[src/rtl/core/lmdfb_pkg.sv]
// shared types, constants and font rom for the led matrix frame buffer
// no dependencies; imported by the frame buffer top level and its checker
package lmdfb_pkg;

  localparam int LedCount  = 64;
  localparam int IdxW      = $clog2(LedCount);
  localparam int ColorW    = 24;
  localparam int MaxNumber = 99;
  localparam int Radix     = 10;
  localparam int LastCol   = 7;

  // tens digit of a value up to 99 as (n * RecipMul) >> RecipShift
  localparam int RecipMul   = 205;
  localparam int RecipShift = 11;

  localparam int SDataW = 72;
  localparam int SUserW = 3;
  localparam int MDataW = 32;
  localparam int MUserW = 1;

  // digit code that draws nothing
  localparam logic [3:0] DigitNone = 4'hF;

  typedef enum logic [2:0] {
    KindSetXy   = 3'd0,
    KindSetIdx  = 3'd1,
    KindClear   = 3'd2,
    KindUpdate  = 3'd3,
    KindShowNum = 3'd4,
    KindShowTwo = 3'd5
  } kind_e;

  typedef enum logic [5:0] {
    StIdle  = 6'b000001,
    StSetWr = 6'b000010,
    StClear = 6'b000100,
    StShow  = 6'b001000,
    StScan  = 6'b010000,
    StLatch = 6'b100000
  } state_e;

  typedef logic [ColorW-1:0] color_t;
  typedef logic [IdxW-1:0]   led_idx_t;

  // one 4-pixel font row, bit 3 is the leftmost column; blank for codes above 9
  function automatic logic [3:0] font_row(input logic [3:0] digit, input logic [2:0] r);
    logic [31:0] glyph;
    unique case (digit)
      4'd0:    glyph = 32'hF999999F;
      4'd1:    glyph = 32'hF2222A62;
      4'd2:    glyph = 32'hF888F11F;
      4'd3:    glyph = 32'hF111F11F;
      4'd4:    glyph = 32'h1111F999;
      4'd5:    glyph = 32'hF111F88F;
      4'd6:    glyph = 32'hF999F88F;
      4'd7:    glyph = 32'h1111111F;
      4'd8:    glyph = 32'hF999F99F;
      4'd9:    glyph = 32'hF111F99F;
      default: glyph = 32'h00000000;
    endcase
    return glyph[{r, 2'b00} +: 4];
  endfunction

  // serpentine wiring: even rows run right to left
  function automatic led_idx_t grid_index(input logic [2:0] col, input logic [2:0] row);
    logic [2:0] c;
    c = row[0] ? col : 3'(LastCol) - col;
    return {row, c};
  endfunction

endpackage

[src/rtl/core/lmdfb_ram.sv]
// generic single-port-write, single-port-read ram with registered read data
// no dependencies; holds the led color store of the frame buffer
module lmdfb_ram #(
  parameter int Width = 24,
  parameter int Depth = 64
) (
  input  logic                     clk_i,
  input  logic                     we_i,
  input  logic [$clog2(Depth)-1:0] waddr_i,
  input  logic [Width-1:0]         wdata_i,
  input  logic                     re_i,
  input  logic [$clog2(Depth)-1:0] raddr_i,
  output logic [Width-1:0]         rdata_o
);

  logic [Width-1:0] mem_q [Depth];
  logic [Width-1:0] rdata_q;

  always_ff @(posedge clk_i) begin
    if (we_i) begin
      mem_q[waddr_i] <= wdata_i;
    end
    if (re_i) begin
      rdata_q <= mem_q[raddr_i];
    end
  end

  assign rdata_o = rdata_q;

endmodule

[src/rtl/core/led_matrix_dirty_frame_buffer.sv]
// frame buffer for an 8x8 serpentine led matrix with per-led dirty tracking
// depends on lmdfb_pkg and lmdfb_ram
//
// usage: commands arrive as beats on the s_axis side (kind in tuser, operands
// in tdata). set and clear commands change the store and emit nothing. update
// walks the leds in strip order and emits one m_axis beat per dirty led
// (tuser = 1, tdata = index and color); tlast marks the last beat of a run.
// with nothing dirty but a refresh still pending, a single beat with tuser 0,
// zero data and tlast set is emitted. show commands blank the matrix, draw the
// digits and then run an update.
// timing: one command at a time, s_axis_tready is high only while idle.
// set: one compare and a conditional write. clear: one pass over all leds. update:
// one led per cycle while the output is free, from index 0 up to the last dirty led.
// show: a redraw pass over all leds, then the update scan. the shared store
// port takes one led per cycle in each pass; a waiting beat can stall the scan.
// stall: while m_axis_tready is low, the scan holds on the pending led; the
// result register lets the next command beat be taken while a beat waits.
// reset: store reads as zero (per-led valid bits), no led dirty, refresh pending.
module led_matrix_dirty_frame_buffer
  import lmdfb_pkg::*;
(
  input  logic              clk_i,
  input  logic              rst_ni,
  input  logic              s_axis_tvalid,
  output logic              s_axis_tready,
  // col[2:0], row[5:3], led_index[11:6], color_a[35:12], color_b[59:36],
  // number_a[66:60], number_b[70:67], zero[71]
  input  logic [SDataW-1:0] s_axis_tdata,
  // kind[2:0]
  input  logic [SUserW-1:0] s_axis_tuser,
  output logic              m_axis_tvalid,
  input  logic              m_axis_tready,
  // out_index[5:0], out_color[29:6], zero[31:30]
  output logic [MDataW-1:0] m_axis_tdata,
  // has_pixel[0]
  output logic [MUserW-1:0] m_axis_tuser,
  // latch_frame
  output logic              m_axis_tlast
);

  // command fields
  logic [2:0]  in_col, in_row;
  led_idx_t    in_led_index;
  color_t      in_color_a, in_color_b;
  logic [6:0]  in_number_a;
  logic [3:0]  in_number_b;

  assign in_col       = s_axis_tdata[2:0];
  assign in_row       = s_axis_tdata[5:3];
  assign in_led_index = s_axis_tdata[11:6];
  assign in_color_a   = s_axis_tdata[35:12];
  assign in_color_b   = s_axis_tdata[59:36];
  assign in_number_a  = s_axis_tdata[66:60];
  assign in_number_b  = s_axis_tdata[70:67];

  state_e state_q, state_d;
  led_idx_t ptr_q, ptr_d;
  logic [LedCount-1:0] dirty_q, dirty_d;
  logic [LedCount-1:0] valid_q, valid_d;
  logic pending_q, pending_d;

  color_t color_l_q, color_l_d, color_r_q, color_r_d;
  logic [3:0] dig_l_q, dig_l_d, dig_r_q, dig_r_d;
  logic center_q, center_d;

  logic     m_valid_q, m_valid_d;
  logic     has_pixel_q, has_pixel_d;
  led_idx_t out_index_q, out_index_d;
  color_t   out_color_q, out_color_d;
  logic     latch_q, latch_d;

  logic     ram_we;
  color_t   ram_wdata;
  color_t   ram_rdata;
  color_t   old_color;
  logic     out_free;

  lmdfb_ram #(
    .Width(ColorW),
    .Depth(LedCount)
  ) u_store (
    .clk_i  (clk_i),
    .we_i   (ram_we),
    .waddr_i(ptr_q),
    .wdata_i(ram_wdata),
    .re_i   (1'b1),
    .raddr_i(ptr_d),
    .rdata_o(ram_rdata)
  );

  // the read data always belongs to ptr_q; a never-written led reads as zero
  assign old_color = valid_q[ptr_q] ? ram_rdata : '0;
  assign out_free  = !m_valid_q || m_axis_tready;

  // tens and ones of number_a by reciprocal multiply
  logic [14:0] tens_prod;
  logic [3:0]  tens_dig, ones_dig;
  assign tens_prod = 15'(in_number_a) * 15'(RecipMul);
  assign tens_dig  = tens_prod[14:RecipShift];
  assign ones_dig  = 4'(in_number_a - 7'(tens_dig) * 7'(Radix));

  // pixel under ptr_q for the redraw pass
  logic [2:0] pix_row, pix_col, pix_off;
  logic [1:0] font_col;
  logic [3:0] pix_dig, pix_font;
  logic       pix_in_range, pix_lit;
  color_t     pix_color, pix_new;

  always_comb begin
    pix_row = ptr_q[5:3];
    pix_col = pix_row[0] ? ptr_q[2:0] : 3'(LastCol) - ptr_q[2:0];
    pix_off = pix_col - 3'd2;
    if (center_q) begin
      pix_in_range = (pix_col >= 3'd2) && (pix_col <= 3'd5);
      font_col     = pix_off[1:0];
      pix_dig      = dig_l_q;
      pix_color    = color_l_q;
    end else begin
      pix_in_range = 1'b1;
      font_col     = pix_col[1:0];
      pix_dig      = pix_col[2] ? dig_r_q : dig_l_q;
      pix_color    = pix_col[2] ? color_r_q : color_l_q;
    end
    pix_font = font_row(pix_dig, pix_row);
    pix_lit  = pix_in_range && pix_font[2'd3 - font_col];
    pix_new  = pix_lit ? pix_color : '0;
  end

  // no dirty led above ptr_q: this beat closes the run
  logic [LedCount-1:0] dirty_above;
  logic                last_dirty;
  assign dirty_above = dirty_q >> ptr_q;
  assign last_dirty  = (dirty_above[LedCount-1:1] == '0);

  always_comb begin
    state_d     = state_q;
    ptr_d       = ptr_q;
    dirty_d     = dirty_q;
    valid_d     = valid_q;
    pending_d   = pending_q;
    color_l_d   = color_l_q;
    color_r_d   = color_r_q;
    dig_l_d     = dig_l_q;
    dig_r_d     = dig_r_q;
    center_d    = center_q;
    m_valid_d   = m_valid_q && !m_axis_tready;
    has_pixel_d = has_pixel_q;
    out_index_d = out_index_q;
    out_color_d = out_color_q;
    latch_d     = latch_q;
    ram_we      = 1'b0;
    ram_wdata   = '0;

    unique case (state_q)
      StIdle: begin
        if (s_axis_tvalid) begin
          color_l_d = in_color_a;
          color_r_d = in_color_b;
          center_d  = 1'b0;
          unique case (kind_e'(s_axis_tuser))
            KindSetXy: begin
              ptr_d   = grid_index(in_col, in_row);
              state_d = StSetWr;
            end
            KindSetIdx: begin
              ptr_d   = in_led_index;
              state_d = StSetWr;
            end
            KindClear: begin
              ptr_d   = '0;
              state_d = StClear;
            end
            KindUpdate: begin
              ptr_d = '0;
              if (dirty_q != '0) begin
                state_d = StScan;
              end else if (pending_q) begin
                state_d = StLatch;
              end
            end
            KindShowNum: begin
              ptr_d     = '0;
              state_d   = StShow;
              color_r_d = in_color_a;
              if (in_number_a > 7'(MaxNumber)) begin
                dig_l_d = DigitNone;
                dig_r_d = DigitNone;
              end else if (in_number_a < 7'(Radix)) begin
                dig_l_d  = in_number_a[3:0];
                dig_r_d  = DigitNone;
                center_d = 1'b1;
              end else begin
                dig_l_d = tens_dig;
                dig_r_d = ones_dig;
              end
            end
            KindShowTwo: begin
              ptr_d   = '0;
              state_d = StShow;
              dig_l_d = (in_number_a < 7'(Radix)) ? in_number_a[3:0] : DigitNone;
              dig_r_d = in_number_b;
            end
            default: begin
              // unused kinds are dropped
            end
          endcase
        end
      end

      StSetWr: begin
        if (old_color != color_l_q) begin
          ram_we          = 1'b1;
          ram_wdata       = color_l_q;
          valid_d[ptr_q]  = 1'b1;
          dirty_d[ptr_q]  = 1'b1;
        end
        state_d = StIdle;
      end

      StClear: begin
        if (old_color != '0) begin
          ram_we          = 1'b1;
          valid_d[ptr_q]  = 1'b1;
          dirty_d[ptr_q]  = 1'b1;
        end
        ptr_d = ptr_q + 1'b1;
        if (ptr_q == led_idx_t'(LedCount - 1)) begin
          state_d = StIdle;
        end
      end

      StShow: begin
        // blank then draw folded into one write per led
        ram_we         = 1'b1;
        ram_wdata      = pix_new;
        valid_d[ptr_q] = 1'b1;
        if ((old_color != '0) || (pix_new != '0)) begin
          dirty_d[ptr_q] = 1'b1;
        end
        ptr_d = ptr_q + 1'b1;
        if (ptr_q == led_idx_t'(LedCount - 1)) begin
          if (dirty_d != '0) begin
            state_d = StScan;
          end else if (pending_q) begin
            state_d = StLatch;
          end else begin
            state_d = StIdle;
          end
        end
      end

      StScan: begin
        if (dirty_q[ptr_q]) begin
          if (out_free) begin
            m_valid_d      = 1'b1;
            has_pixel_d    = 1'b1;
            out_index_d    = ptr_q;
            out_color_d    = old_color;
            latch_d        = last_dirty;
            dirty_d[ptr_q] = 1'b0;
            pending_d      = 1'b0;
            if (last_dirty) begin
              state_d = StIdle;
            end else begin
              ptr_d = ptr_q + 1'b1;
            end
          end
        end else begin
          ptr_d = ptr_q + 1'b1;
        end
      end

      StLatch: begin
        if (out_free) begin
          m_valid_d   = 1'b1;
          has_pixel_d = 1'b0;
          out_index_d = '0;
          out_color_d = '0;
          latch_d     = 1'b1;
          pending_d   = 1'b0;
          state_d     = StIdle;
        end
      end

      default: begin
        state_d = StIdle;
      end
    endcase
  end

  always_ff @(posedge clk_i or negedge rst_ni) begin
    if (!rst_ni) begin
      state_q   <= StIdle;
      ptr_q     <= '0;
      dirty_q   <= '0;
      valid_q   <= '0;
      pending_q <= 1'b1;
      m_valid_q <= 1'b0;
    end else begin
      state_q   <= state_d;
      ptr_q     <= ptr_d;
      dirty_q   <= dirty_d;
      valid_q   <= valid_d;
      pending_q <= pending_d;
      m_valid_q <= m_valid_d;
    end
  end

  always_ff @(posedge clk_i) begin
    color_l_q   <= color_l_d;
    color_r_q   <= color_r_d;
    dig_l_q     <= dig_l_d;
    dig_r_q     <= dig_r_d;
    center_q    <= center_d;
    has_pixel_q <= has_pixel_d;
    out_index_q <= out_index_d;
    out_color_q <= out_color_d;
    latch_q     <= latch_d;
  end

  assign s_axis_tready = (state_q == StIdle);
  assign m_axis_tvalid = m_valid_q;
  assign m_axis_tdata  = {2'b00, out_color_q, out_index_q};
  assign m_axis_tuser  = has_pixel_q;
  assign m_axis_tlast  = latch_q;

endmodule

[config.mk]
export PLATFORM = sky130hd
export DESIGN_NAME = led_matrix_dirty_frame_buffer
export DESIGN_NICKNAME = d
export VERILOG_FILES = /design/src/rtl/core/lmdfb_pkg.sv /design/src/rtl/core/lmdfb_ram.sv /design/src/rtl/core/led_matrix_dirty_frame_buffer.sv
export SDC_FILE = /design/constraint.sdc
export NUM_CORES = 2
export LEC_CHECK = 0
export ABC_AREA = 1
export BUFFER_PORTS_ARGS = -buffer_cell sky130_fd_sc_hd__buf_2
export CAP_MARGIN = 20
export CORE_MARGIN = 2
export CORE_UTILIZATION = 40
export DETAILED_ROUTE_END_ITERATION = 12
export SLEW_MARGIN = 0
export SYNTH_ARGS = -nofsm -noshare
export SYNTH_HDL_FRONTEND = slang
export SYNTH_HIERARCHICAL = 1
export SYNTH_SLANG_ARGS = --single-unit
[constraint.sdc]
create_clock -name clk_i -period 13 [get_ports clk_i]
set_clock_uncertainty 0.05 [all_clocks]
set_input_delay 0 -clock clk_i [delete_from_list [all_inputs] [get_ports clk_i]]
set_output_delay 0 -clock clk_i [all_outputs]
set_load 0.005 [all_outputs]
* After elaboration in Yosys (flattened, before gate mapping)
Memories as Yosys holds them, arrays and structs flattened. A register that Yosys moved wholly into a read port is not among the register bits.
Index checks and enable logic that the tools add are counted.
Widths: inputs -> output; s select.
** Word-level totals
- Bits in registers :: 231
- Memory bits (writable) :: 1536
- Bits in read-only memories :: 448
- Bits of input ports :: 79
- Output and inout bits :: 36
- Word-level logic and storage cells :: 177
- Memories :: 2
** Memories
- u_store.mem_q :: words 64, bits a word 24, read ports 1, clocked after Yosys merged registers in 1, wr ports 1, line lmdfb_ram.sv:16 : logic [Width-1:0] mem_q [Depth];
- (name not given) :: words 16, bits a word 28, read ports 1, clocked after Yosys merged registers in 0, wr ports 0, line lmdfb_pkg.sv:48 : unique case (digit)
** Cells by class
- $add $sub $neg :: 6
- Multipliers :: 2
- Magnitude comparators :: 7
- Equal/unequal tests :: 24
- Shifts and indexed selects :: 2
- Muxes and demuxes :: 84
- Bitwise gates (word level) :: 5
- Reductions and logical operators :: 30
** Operators with widths (number)
- $mux 64 :: 8
- $pmux 64 s4 :: 1
- $mux 24 :: 9
- $pmux 64 s3 :: 1
- $or 64x64->64 :: 2
- $reduce_bool 64->1 :: 2
- $mux 6 :: 18
- $pmux 24 s2 :: 2
- $and 64x64->64 :: 1
- $not 64->64 :: 1
- $shr 64x6->64 :: 1
- $logic_not 63->1 :: 1
- $reduce_bool 24->1 :: 2
- $pmux 6 s3 :: 2
- $shiftx 32x6->4 :: 1
- $pmux 6 s5 :: 1
- $mux 4 :: 7
- $ne 24x24->1 :: 1
- $pmux 6 s4 :: 1
- $mux 1 :: 19
- $ne 2x2->1 const B :: 9
- $pmux 4 s2 :: 2
- $mul 7x8->15 const B :: 1
- $bmux 1 s6 :: 2
- 46 further kinds :: 65

* Logic depth before layout (Yosys ltp)
An unclocked memory read counts as a cell.
- Depth in word-level cells :: 18
- Gate-level depth with buffers :: 38

* By module
The synthesis kept the hierarchy.
** Modules (own cells, without submodules)
- lmdfb_ram :: times used 1, cells each 5236, area an instance 63083.0 µm², seq. area each 46844.9 µm²
- led_matrix_dirty_frame_buffer :: times used 1, cells each 2478, area an instance 17206.5 µm², seq. area each 6228.5 µm²

* Worst setup path after synthesis
Ideal clock, no wire load.
- Path kind :: register -> register
- Start :: register ptr_q[0]
- End :: memory u_store.mem_q[33][0] (enable)
- Data arrival time :: 5.637 ns
- Data required time :: 12.484 ns
- Slack :: 6.847 ns
- Cell stages (with the launch flop) :: 25
- Buffers on the path :: 6
- Clock period less this slack :: 6.153 ns
- Cells stage by stage :: dfrtp_1 -> buf_4 -> buf_4 -> o21ai_0 -> nand2_1 -> nand2_1 -> nand2_1 -> nand2_1 -> nand2_1 -> nand2_1 -> nor2_1 -> nand2_2 -> buf_6 -> nand2_1 -> o21ai_0 -> a211oi_1 -> and3_1 -> nand4_1 -> nand3_2 -> nand2_1 -> clkbuf_1 -> buf_1 -> clkbuf_1 -> nand3_1 -> nor4_1
** On the way
- Word-level cells in the longest chain between the ends :: 8
- Elaborated cells on any way between the ends :: 10
- Classes of those cells :: eq/ne: 1; mux: 8; reduce/logical: 1
** Ends and longest elaborated chain
- start: declaration :: line led_matrix_dirty_frame_buffer.sv:57 : led_idx_t ptr_q, ptr_d;
- start signal: assignment :: line led_matrix_dirty_frame_buffer.sv:301 : ptr_q <= ptr_d;
- $bmux 1 s6 * :: line led_matrix_dirty_frame_buffer.sv:92 : assign old_color = valid_q[ptr_q] ? ram_rdata : '0;
- $mux 1 (implied by the code) * :: line led_matrix_dirty_frame_buffer.sv:92
- $mux 24 * :: line led_matrix_dirty_frame_buffer.sv:92
- $ne 24x24->1 or $reduce_bool 24->1 (tied branches) :: line led_matrix_dirty_frame_buffer.sv:211, led_matrix_dirty_frame_buffer.sv:221
- $mux 1, on equally long branches :: line led_matrix_dirty_frame_buffer.sv:211, led_matrix_dirty_frame_buffer.sv:221
- $pmux 1 s3 * :: line led_matrix_dirty_frame_buffer.sv:154 : unique case (state_q)
- named net ram_we :: line led_matrix_dirty_frame_buffer.sv:72 : logic ram_we;
- $mux 1 * :: line lmdfb_ram.sv:20 : if (we_i) begin
- $mux 1 (implied by the code) * :: line lmdfb_ram.sv:21 : mem_q[waddr_i] <= wdata_i;
- end: declaration :: line lmdfb_ram.sv:16
The timed path passes the listed nets; every way through them passes the cells marked *. The select of a mux whose other input is x is not followed.

* Worst setup path in the final report
- Start :: register ptr_q[1]
- End :: register u_store.rdata_q[6], in the netlist u_store/rdata_o[6] (read register of u_store.mem_q), data pin
** On the way
- Word-level cells in the longest chain between the ends :: 6
- Elaborated cells on any way between the ends :: 11
- Classes of those cells :: add/sub: 1; shift: 1; mux: 8; reduce/logical: 1
** Ends and longest elaborated chain
- $shr 64x6->64 :: line led_matrix_dirty_frame_buffer.sv:132 : assign dirty_above = dirty_q >> ptr_q;
- $logic_not 63->1 :: line led_matrix_dirty_frame_buffer.sv:133 : assign last_dirty = (dirty_above[LedCount-1:1] == '0);
- $mux 6 :: line led_matrix_dirty_frame_buffer.sv:262 : if (last_dirty) begin
- $mux 6 :: line led_matrix_dirty_frame_buffer.sv:254 : if (out_free) begin
- $mux 6 :: line led_matrix_dirty_frame_buffer.sv:253 : if (dirty_q[ptr_q]) begin
- $pmux 6 s3 * :: line led_matrix_dirty_frame_buffer.sv:154
- named net ptr_d[1] :: line led_matrix_dirty_frame_buffer.sv:57
- end: declaration :: line lmdfb_ram.sv:17 : logic [Width-1:0] rdata_q;
Marked as above.
A chain may end at the register's enable or synchronous reset.

==> qor.csv <==
metric,value,unit
outcome,"finished, final reports clean",
ant_nets,0,
hold_path.class,in -> reg,
grt_pass1_wl,344,mm
r2r_slack,4890,ps
worstSetupStartpointType,register,
power.density,276,nW/µm²
grt_start_max_net_pins,234,
cts_tree,built,
fmax,123,MHz
post_cts.repair.setup_buffers,0,
r2r-start,ptr_q[1]$_DFF_PN0_,
dieWidth,452,µm
cpPeakStageDelay,790,ps
finalNetCount,7992,
stdcell_area,90600,µm²
via_count,57800,
ys_seq_elements,1791,
slew_headroom,23.7,%
synth_enable_flop_cells,1649,
p_leak,35.0,nW
drtPass1Iterations,6,
htreeDepth,4,
r2r-end,u_store/rdata_o[6]$_DFFE_PP_,
multi_input_area,24200,µm²
wl,231,mm
syn_area_per_cell,10.4,µm²
root_buffer,clkbuf_16,
syn_inst,7714,
grt_usage,22.1,%
synthArstFlopShare,7.93,%
die_area,204000,µm²
vdd_ir_drop_max,0.000494,V
cts.sinks,1791,
r2r_cells,27,
crit_type,reg -> reg,
place_area,83400,µm²
coreArea,200000,µm²
antenna_found_initial,1,
place.gp.congestion,0.865,
crit_fanout,146,
tightestPinTransition,1140,ps
finalSetupTns,0,ps
ys_types,62,
maxSlewViolCount,0,
maxCapViolCount,0,
dp.final_hpwl,124,mm
setup_viol,0,
worstSetupEndpointType,register,
syn-cell-area,80300,µm²
drive_gt1_share,8.10,%
io_pins,115,
layout.area.seq,53100,µm²
ys_seq_area_share,66.1,%
finalCritPeriodShare,62.4,%
routedWlPerCell,21.7,µm
endpoint,u_store/rdata_o[6]$_DFFE_PP_,
vias_per_cell,5.42,
drcViolationCount,0,
grt_pass1_vias,54600,
ys_warn_count,6,
crit_top_cell,nand2_1,
die_h,452,µm
start_util,40.2,%
drt_iter0_drc,6620,
critPathLaunch,ptr_q[1]$_DFF_PN0_,
cts_made_buffers,182,
crit_slowest_cell,buf_4,
fin_ws,4890,ps
hold_violations,0,
yosys_most_used_dff,edfxtp_1,
clkTransAtPathRegs,60,ps
finalCriticalPeriod,8110,ps
overflow,0,
rsz0062_at_grt,false,
crit_required,13500,ps
cts.path.max_buffers,3,
clock_latency,820,ps
rows,164,
final_util,45.4,%
critPathArrivalTime,8620,ps
numPortBuffers,111,
area_growth,12.8,%
nFillCells,18300,
preCtsSetupSlack,5040,ps
state kept, by name, indices dropped and copies added (netlist names), 4 cells and up:
signal	flops
color_l_q	24
u_store/mem_q	1536
out_index_q	6
valid_q	64
u_store/rdata_o	24
ptr_q	6
dig_l_q	4
dirty_q	64
state_q	6
color_r_q	24
dig_r_q	4
out_color_q	24
critical path: cells and delay by family, from the launching register on:
family	cells	cell delay, ps
DFF	1	690
AOI/OAI and AO/OA	4	980
and+or+nand+nor	18	3160
buffers and inverters	5	2620
routing by layer:
layer | wire length (µm) | up-vias | share of wire [%] | track usage (%)
met5 | 0 | - | 0 | 0
met4 | 9260 | 0 | 4.0 | 8.65
met3 | 17700 | 431 | 7.7 | 3.60
met2 | 110000 | 2271 | 48 | 36.2
met1 | 94300 | 28200 | 41 | 29.6
li1 | - | 26900 | - | -
power breakdown:
part           switching [mW]  total (mW)  internal (mW)  leakage [nW]
combinational            9.57        12.9           3.33          15.1
sequential              0.175        6.96           6.79          17.0
clock                    2.26        5.12           2.86          2.79
logic make-up after synthesis:
group	after synthesis	synth area share, %
buf+inv	720	4.50
flops	1791	66.1
simple gates	4521	23.6
compound gates	555	3.97
other cells	2	0.00935
xor+xnor	30	0.327
fa+ha+maj	61	1.03
mux	34	0.461
layout make-up:
class | instances | share of cell area (%)
antenna | 1 | 0.00276
clock buffer | 242 | 5.36
clock inverter | 89 | 1.03
inverter | 259 | 1.11
multi-input combinational | 5227 | 26.7
sequential | 1791 | 58.6
tap | 2656 | 3.67
timing repair buffer | 391 | 3.53
stage by stage:
step,total power [mW],hold slack [ps],std cells
floorplan,15.9,-346,7738
CTS,24.9,4.41,10700
global route,26.5,26.6,10700
global placement,19.6,95.8,10200
finish,25.0,58.7,10700
detailed placement,19.7,96.0,10200
Yosys cell counts (3+ instances only):
cell type     n  share of area (%)
a21o_1       34               0.32
a21oi_1      30               0.19
a221oi_1      3              0.033
a32o_1        4              0.050
buf_1        37               0.17
buf_12        3              0.075
buf_2       184                1.1
buf_4        51               0.48
buf_6        55               0.77
clkbuf_1    129               0.60
clkinv_1      6              0.028
dfrtp_1     140                4.4
edfxtp_1   1649                 62
fa_1          9               0.22
ha_1         52               0.81
inv_1       247                1.2
inv_2         5              0.023
mux2_2       24               0.34
mux2i_1      10               0.12
nand2_1    2752                 13
nand2_2       3              0.023
nand3_1    1379                8.6
nand4_1      40               0.31
nor2_1      290                1.4
nor2_2        5              0.039
nor3_1       16               0.10
nor4_1       19               0.15
o211ai_1     65               0.61
o21a_1        7              0.065
o21ai_0     366                2.3
o21ai_1       6              0.037
o21bai_1      6              0.056
o22ai_1       9              0.070
o41ai_1       7              0.076
or2_2         8              0.062
xnor2_1       4              0.044
xor2_1       26               0.28
worst min-delay path by stage:
stage,from,endpoint,slack (ps),depth (start not counted)
2_1_floorplan,rst_ni,dirty_q[0]$_DFFE_PN0P_,-350,0
3_3_place_gp,rst_ni,dirty_q[62]$_DFFE_PN0P_,100,1
3_5_place_dp,rst_ni,valid_q[58]$_DFFE_PN0P_,100,1
4_1_cts,s_axis_tdata[44],color_r_q[8]$_DFFE_PP_,4,3
5_1_grt,s_axis_tdata[18],color_r_q[6]$_DFFE_PP_,30,3
6_report,s_axis_tdata[52],color_r_q[16]$_DFFE_PP_,60,3
what timing repair did:
item                      in CTS  in global routing
hold endpoints to repair     240                  0
resized for setup              0                  0
hold buffers                 134                  0
cell usage in the layout (no fill, tap or decap), types with 6 or more instances in the layout:
cell	Yosys	layout
clkinv_2	0	22
o211ai_1	65	65
inv_1	247	244
nand2_1	2752	2751
o21bai_1	6	6
buf_2	184	110
ha_1	52	52
nor2_1	290	228
nor3_1	16	15
conb_1	2	26
mux2_2	24	24
dlygate4sd3_1	0	133
buf_12	3	11
nor4_2	0	6
clkinv_16	0	8
clkbuf_16	0	184
nand4_1	40	40
bufinv_16	0	11
a21o_1	34	34
nor4_1	19	13
mux2i_1	10	10
a21oi_1	30	30
dfrtp_1	140	137
o21a_1	7	7
xor2_1	26	26
o22ai_1	9	7
buf_4	51	133
nand3_1	1379	1378
o21ai_1	6	6
edfxtp_1	1649	1649
clkinv_1	6	45
o41ai_1	7	7
clkbuf_1	129	55
fa_1	9	9
or2_2	8	8
o21ai_4	0	22
nor2_2	5	65
o21ai_0	366	344
No activity file was read; power rests on OpenSTA's default activity.
